$ cat src/rtl/core/dnba_pkg.sv
// ----------------------------------------------------------------------------
// dnba_pkg
// Shared types and constants of the device number bitmap allocator.
// ----------------------------------------------------------------------------
package dnba_pkg;

  localparam int unsigned TableEntries = 8;
  localparam int unsigned NumIds       = 256;
  localparam int unsigned WordW        = 64;
  localparam int unsigned NumWords     = NumIds / WordW;
  localparam int unsigned WordIdxW     = (NumWords > 1) ? $clog2(NumWords) : 1;
  localparam int unsigned EntIdxW      = (TableEntries > 1) ? $clog2(TableEntries) : 1;
  localparam int unsigned CntW         = $clog2(TableEntries + 1);
  localparam int unsigned BitIdxW      = $clog2(WordW);
  localparam int unsigned MemDepth     = 2 * TableEntries * NumWords;
  localparam int unsigned MemAddrW     = $clog2(MemDepth);

  typedef enum logic [1:0] {
    OP_ALLOC_MAJOR = 2'd0,
    OP_FREE_MAJOR  = 2'd1,
    OP_ALLOC_DEV   = 2'd2,
    OP_FREE_DEV    = 2'd3
  } op_e;

  typedef enum logic [2:0] {
    ST_OK          = 3'd0,
    ST_NONE_FREE   = 3'd1,
    ST_ALREADY     = 3'd2,
    ST_NOT_IN_TAB  = 3'd3,
    ST_NULL_DEV    = 3'd4,
    ST_UNUSED5     = 3'd5,
    ST_UNUSED6     = 3'd6,
    ST_UNUSED7     = 3'd7
  } status_e;

  typedef struct packed {
    logic [1:0] opcode;
    logic       is_char;
    logic [7:0] major_in;
    logic [7:0] minor_in;
  } req_t;

  typedef struct packed {
    logic [2:0] status;
    logic [7:0] major_out;
    logic [7:0] minor_out;
  } rsp_t;

  function automatic logic [NumIds-1:0] reset_mask(input logic pool);
    logic [255:0] m;
    if (pool) begin
      m = {64'hffff007f3f0fffff, 64'hffffffff7cffffff,
           64'hffffffffffffffff, 64'hfffffffffffffeff};
    end else begin
      m = {64'hffff000000000280, 64'h0000000000000000,
           64'hff03ffeffffffffe, 64'hfffffffffffffb8f};
    end
    return m[NumIds-1:0];
  endfunction

endpackage

$ cat src/rtl/core/dnba_if.sv
// ----------------------------------------------------------------------------
// dnba_req_if / dnba_rsp_if
// Valid/ready channels that carry requests and responses.
// ----------------------------------------------------------------------------
interface dnba_req_if;
  logic       valid;
  logic       ready;
  logic [1:0] opcode;
  logic       is_char;
  logic [7:0] major_in;
  logic [7:0] minor_in;
  modport source (output valid, opcode, is_char, major_in, minor_in, input ready);
  modport sink (input valid, opcode, is_char, major_in, minor_in, output ready);
endinterface


$ cat src/rtl/core/dnba_front.sv
// ----------------------------------------------------------------------------
// dnba_front
// Accepts requests and holds them in a two-entry queue for the back end.
// ----------------------------------------------------------------------------
module dnba_front (
  input  logic              clk_i,
  input  logic              rst_ni,
  dnba_req_if.sink          req,
  output logic              q_valid_o,
  output dnba_pkg::req_t    q_data_o,
  input  logic              q_pop_i
);
  import dnba_pkg::*;

  req_t       mem_q [2];
  logic       wp_q, rp_q;
  logic [1:0] cnt_q;
  logic       push;

  assign req.ready = (cnt_q != 2'd2);
  assign push      = req.valid && req.ready;
  assign q_valid_o = (cnt_q != 2'd0);
  assign q_data_o  = mem_q[rp_q];

  always_ff @(posedge clk_i) begin
    if (push) begin
      mem_q[wp_q] <= '{opcode: req.opcode, is_char: req.is_char,
                       major_in: req.major_in, minor_in: req.minor_in};
    end
  end

  always_ff @(posedge clk_i or negedge rst_ni) begin
    if (!rst_ni) begin
      wp_q  <= 1'b0;
      rp_q  <= 1'b0;
      cnt_q <= 2'd0;
    end else begin
      if (push) wp_q <= ~wp_q;
      if (q_pop_i) rp_q <= ~rp_q;
      cnt_q <= cnt_q + 2'(push) - 2'(q_pop_i);
    end
  end

endmodule

$ cat src/flat_wrapper.sv
// flat-port wrapper written by rule: the top's interface ports become plain ports
module dnba_front_flat import dnba_pkg::*;
  (clk_i, rst_ni, q_valid_o, q_data_o, q_pop_i, req_valid, req_opcode, req_is_char, req_major_in, req_minor_in, req_ready);
  dnba_req_if req_i ();
  input  logic clk_i;
  input  logic rst_ni;
  output logic q_valid_o;
  output dnba_pkg::req_t q_data_o;
  input  logic q_pop_i;
  input wire logic [$bits(req_i.valid)-1:0] req_valid;
  input wire logic [$bits(req_i.opcode)-1:0] req_opcode;
  input wire logic [$bits(req_i.is_char)-1:0] req_is_char;
  input wire logic [$bits(req_i.major_in)-1:0] req_major_in;
  input wire logic [$bits(req_i.minor_in)-1:0] req_minor_in;
  output wire logic [$bits(req_i.ready)-1:0] req_ready;
  assign req_i.valid = req_valid;
  assign req_i.opcode = req_opcode;
  assign req_i.is_char = req_is_char;
  assign req_i.major_in = req_major_in;
  assign req_i.minor_in = req_minor_in;
  assign req_ready = req_i.ready;
  dnba_front u_core (.clk_i(clk_i), .rst_ni(rst_ni), .req(req_i), .q_valid_o(q_valid_o), .q_data_o(q_data_o), .q_pop_i(q_pop_i));
endmodule
$ cat config.mk
export PLATFORM = sky130hd
export DESIGN_NAME = dnba_front_flat
export DESIGN_NICKNAME = d
export VERILOG_FILES = /design/src/rtl/core/dnba_pkg.sv /design/src/rtl/core/dnba_if.sv /design/src/rtl/core/dnba_front.sv /design/src/flat_wrapper.sv
export SDC_FILE = /design/constraint.sdc
export NUM_CORES = 1
export LEC_CHECK = 0
export BUFFER_PORTS_ARGS = -buffer_cell sky130_fd_sc_hd__buf_2
export CORE_UTILIZATION = 45
export DETAILED_ROUTE_END_ITERATION = 7
export PLACE_DENSITY = 0.69
export SLEW_MARGIN = 0
export SYNTH_ARGS = -nofsm -noshare
export SYNTH_HDL_FRONTEND = slang
export SYNTH_SLANG_ARGS = --single-unit
$ cat constraint.sdc
create_clock -name clk_i -period 2.2 [get_ports clk_i]
set_clock_uncertainty 0.1 [all_clocks]
set_input_delay 0.22 -clock clk_i [delete_from_list [all_inputs] [get_ports clk_i]]
set_output_delay 0.22 -clock clk_i [all_outputs]
set_load 0.03 [all_outputs]
== Word-level counts from Yosys, hierarchy flattened ==
Memory sizes are Yosys's and may differ from the RTL's.
Index checks and enable logic that the tools add are counted.
W data, S select, Z words.

* Add/subtract/negate cells: 2
* Equal/unequal tests: 1
* Muxes and demuxes: 2
* Bitwise operators: 2
* Reduce and logical (&&, ||, !) cells: 2

{| class="wikitable"
|+ Operator list
! kind !! count
|-
| $add A2 B1 Y2 || 1
|-
| $mux W1 || 2
|-
| $ne A2 B2 Y1 const B || 1
|-
| $not A1 Y1 || 2
|-
| $reduce_bool A2 Y1 || 1
|-
| $sub A2 B1 Y2 || 1
|-
| $logic_and A1 B1 Y1 || 1
|}

* Register bits: 4
* RAM bits: 38
* Input bits: 23
* Logic and storage cells: 13
* Memories kept: 1

{| class="wikitable"
|+ Memories
! name !! depth !! width !! rd ports !! clocked after Yosys merged registers in !! wr ports !! RTL line !! RTL
|-
| u_core.mem_q || 2 || 19 || 1 || 0 || 1 || dnba_front.sv:15 || <nowiki>req_t mem_q [2];</nowiki>
|}

== Longest topological paths before layout ==
* Depth in word-level cells: 4
* Gate-level depth with buffers: 5
* Gate-level depth less buffers: 5

== Worst setup path before layout ==
OpenSTA, ideal clock, no wires.

* Kind: register to register
* From: reg u_core.cnt_q[1]
* To: mem u_core.mem_q[0][0] in the netlist's numbering (enable)
* Library setup time: 0.395 ns
* Arrival: 1.497 ns
* Path slack: 0.209 ns
* Stages on the path, launching flop included: 4
* Period minus slack after synthesis: 1.991 ns
* Path through: dfrtp_1 nand2b_4 nand2_1 nor2_1

* Cells in the longest elaborated chain, start to end: 4

{| class="wikitable"
|+ RTL lines
! item !! RTL line !! RTL
|-
| from (decl) || dnba_front.sv:17 || <nowiki>logic [1:0] cnt_q;</nowiki>
|-
| from (signal assigned) || dnba_front.sv:40 || <nowiki>cnt_q <= cnt_q + 2'(push) - 2'(q_pop_i);</nowiki>
|-
| $ne A2 B2 Y1 || dnba_front.sv:20 || <nowiki>assign req.ready = (cnt_q != 2'd2);</nowiki>
|-
| named net req_ready || flat_wrapper.sv:15 || <nowiki>output wire logic [$bits(req_i.ready)-1:0] req_ready;</nowiki>
|-
| $logic_and A1 B1 Y1 || dnba_front.sv:21 || <nowiki>assign push = req.valid && req.ready;</nowiki>
|-
| $mux W1 || dnba_front.sv:26 || <nowiki>if (push) begin</nowiki>
|-
| $mux W1 (implied by the code) || dnba_front.sv:27 || <nowiki>mem_q[wp_q] <= '{opcode: req.opcode, is_char: req.is_char,</nowiki>
|-
| to (decl) || dnba_front.sv:15 ||
|}

The timed path passes the listed nets, and every way through them passes these cells.

==> results.tsv <==
stage	metric	value	unit
outcome	run status	finished clean	
final_layout	filler instances	284	
setup_path	category of the worst setup path launch point	flop	
route	Metal-1 WL	1097	um
setup_path	Worst Path Arrival	1.67	ns
power	Reg power frac	0.446	
route	ratio of routed vias to standard cells	4.553	
run	number of max-cap violations	0	
clock_network	CTS-repair resized insts	0	
setup_path	CP cell instances	buf_4, mux2_2, buf_2	
power	Final Total Pwr	2649	uW
route	number of nets with antenna violations after routing	0	
power	Pwr per Cell Area	1235	nW/um2
placed_design	placed instance count	168	
global_routing	antenna violations before repair	0	
clock_network	CTS clock-pin slew for the worst setup and hold paths	0.11	ns
route	total via count after detailed routing	897	
route	top layer in use	met4	
setup_path	gate family responsible for the most delay along the worst path	flip-flops	
sta	number of endpoints with negative hold slack in the final report	0	
final_layout	final standard cell count with taps included and fillers excluded	197	
die	# IOs	44	
synth	Mapped Nets	101	
route	met2 layer wire length in the routed design	1268	um
route	sum of routed wire length over all layers	2558	um
sta	final critical-path required period	1.993	ns
die	height of the die	61.45	um
synth	most area-hungry cell type in the Yosys netlist	sky130_fd_sc_hd__edfxtp_1	
route	number of search-and-repair iterations in the first detailed-routing pass	4	
synth	share of the yosys chip area belonging to registers	0.7805	
final_layout	area added between synthesis and finish	34.93	%
setup_path	Critical Path End Type	output pin	
synth	biggest area contributors in the synthesized netlist	sky130_fd_sc_hd__edfxtp_1 (72%), sky130_fd_sc_hd__mux2_2 (13%), sky130_fd_sc_hd__dfrtp_1 (6.3%)	
global_routing	aggregate global routing overflow	0	
die	Die ar.	3775	um2
setup_path	slack of the worst reg-to-reg path	0.61	ns
placed_design	RePlAce Congestion	0.6624	
synth	Synth top area share	0.7175	
power	share of total power consumed by net switching	0.3724	
setup_path	cell with the largest stage delay on the worst path	sky130_fd_sc_hd__dfrtp_1	
clock_network	Clock H-tree levels	2	
clock_network	CTS tree	built	
synth	Cell variety after synth	15	
placed_design	Port Buffers	43	
sta	maximum frequency from static timing analysis	501.7	MHz
clock_network	number of buffers created by CTS	5	
synth	Syn Inst Count	77	
power	Comb power frac	0.425	
route	first-iteration detailed-routing DRC count	26	
power	Sw Pwr	986.6	uW
global_routing	GRT Overall Usage	0.1530	
sta	worst hold slack after final layout	0.1081	ns
setup_path	reg-to-reg critical path endpoint	u_core.mem_q[0][7]	
sta	setup repair after global routing missed its margin	no	
sta	final setup TNS	0	ns
die	Placement Rows	21	
route	sum of met3 wire segment lengths after detailed routing	138	um
final_layout	fin nets	174	
setup_path	Required @ worst endpoint	1.88	ns
final_layout	register area	1241	um2
synth	count of warnings emitted by yosys	0	
die	Chip Width	61.45	um
hold_path	Hold WC Path Type	in2async	
power	VDD IR-drop max	687.3	uV
global_routing	number of global-route vias before repair	867	
sta	fin crit share	0.9060	
setup_path	delay of the slowest cell on the worst path	0.51	ns
die	area of the core	3363	um2
power	total internal power	1662	uW
clock_network	Bufs on Longest Clock Path	2	
final_layout	diode insertion count for antenna repair	0	
sta	final-report max-slew violation count	0	
clock_network	worst-skew pair later-pin latency	0.34	ns
sta	worst relative slew slack	0.7633	
power	cell leakage power	0.0008417	uW
sta	actual transition at the worst max-transition pin	0.3547	ns
synth	register bit count reported by yosys	42	
route	WL/cell	12.98	um
synth	mean instance size in the synthesized netlist	20.65	um2
clock_network	clock tree sinks	42	
final_layout	ratio of cells with drive above 1 in the final layout	0.5033	
final_layout	total area of multi-input combinational cells	325.3	um2
setup_path	number of cell instances on the worst register-to-register path	4	
die	initial core utilization	0.4728	
power	Clk network pwr share	0.130	
clock_network	CTS Root Buffer Type	sky130_fd_sc_hd__clkbuf_4	
setup_path	Crit Reg-Reg Startpoint	u_core.cnt_q[1]	
global_routing	first-pass GRT wire length	3788	um
setup_path	top fanout value on the critical path	14	
setup_path	count of buffer and inverter cells on the critical path	2	
setup_path	Crit Path Class	reg2out	
global_routing	maximum number of pins on one net before global-route repair	15	
synth	cell area after synthesis	1590	um2
sta	Setup-failing EPs final	0	
final_layout	core occupancy in the finished layout	0.6380	
route	post-route DRC violation count	0	
placed_design	post-DP HPWL	1648	um
-- cell families after synthesis --
kind of cell	count (synthesis)	share of synthesized area
buf+inv	3	0.01652
simple gates	7	0.03226
xor+xnor	4	0.02203
mux	20	0.1408
flops	42	0.7805
fa+ha+maj	1	0.007867
-- worst max-delay path by stage --
stage | from | end | cells past startpoint
after floorplan | u_core.cnt_q[1] | u_core.mem_q[0][0] | 3
after global placement | u_core.rp_q | q_data_o[13] | 3
after detailed placement | u_core.rp_q | q_data_o[10] | 3
after CTS | u_core.rp_q | q_data_o[2] | 3
after global routing | u_core.rp_q | q_data_o[13] | 3
final | u_core.rp_q | q_data_o[5] | 3
-- state kept, by name, summed over array words and instances, names as in the netlist --
name,flops
u_core.mem_q,38
u_core.wp_q,1
u_core.cnt_q,2
u_core.rp_q,1
-- power by group through the flow --
| stage | sequential (uW) | clock (uW) | combinational, uW |
|---|---|---|---|
| after floorplan | 1170 | 0 | 846 |
| after global placement | 1190 | 0 | 1090 |
| after detailed placement | 1200 | 0 | 1110 |
| after CTS | 1180 | 365 | 1140 |
| after global routing | 1200 | 390 | 1200 |
| final | 1180 | 343 | 1120 |
-- routing by layer --
metal,up-vias,global-route usage
li1,434,-
met1,429,0.1704
met2,30,0.2516
met3,4,0.06092
met4,0,0.08571
met5,-,0
-- cell usage after synthesis --
library cell,instances
sky130_fd_sc_hd__inv_1,1
sky130_fd_sc_hd__mux2i_1,1
sky130_fd_sc_hd__dfrtp_1,4
sky130_fd_sc_hd__xnor2_1,2
sky130_fd_sc_hd__nand2b_4,1
sky130_fd_sc_hd__nor2b_4,1
sky130_fd_sc_hd__or2_2,1
sky130_fd_sc_hd__nand2_1,2
sky130_fd_sc_hd__edfxtp_1,38
sky130_fd_sc_hd__mux2_2,19
sky130_fd_sc_hd__buf_6,2
sky130_fd_sc_hd__and3_1,1
sky130_fd_sc_hd__xor2_1,2
sky130_fd_sc_hd__nor2_1,1
sky130_fd_sc_hd__ha_1,1
-- cells in the final DEF (no fill, tap or decap), drive strengths merged --
| cell | n |
|---|---|
| mux2 | 19 |
| or2 | 1 |
| xor2 | 2 |
| clkbuf | 6 |
| xnor2 | 2 |
| nor2 | 1 |
| mux2i | 1 |
| and3 | 1 |
| nand2 | 2 |
| ha | 1 |
| dfrtp | 4 |
| clkinv | 2 |
| inv | 1 |
| nor2b | 1 |
| dlygate4sd3 | 21 |
| nand2b | 1 |
| edfxtp | 38 |
| buf | 47 |
-- cell type report --
class	count	share of cell area
clock buffer	6	0.01924
multi-input combinational	32	0.1516
sequential	42	0.5784
timing repair buffer	68	0.2181
inverter	1	0.001749
tap	46	0.02682
clock inverter	2	0.004082
-- timing repair --
item | CTS | global route
hold endpoints to repair | 43 | 0
buffers inserted | 0 | 0
hold buffers | 21 | 0
setup endpoints to repair | 0 | 0
-- metrics by stage --
| stage | instance area (um2) | setup WS (ns) |
|---|---|---|
| after floorplan | 1590 | 0.2089 |
| after global placement | 1886 | 0.5998 |
| after detailed placement | 1886 | 0.5645 |
| after CTS | 2146 | 0.1594 |
| after global routing | 2146 | 0.09427 |
| final | 2146 | 0.2068 |
Power figures use the tool's default switching activity.
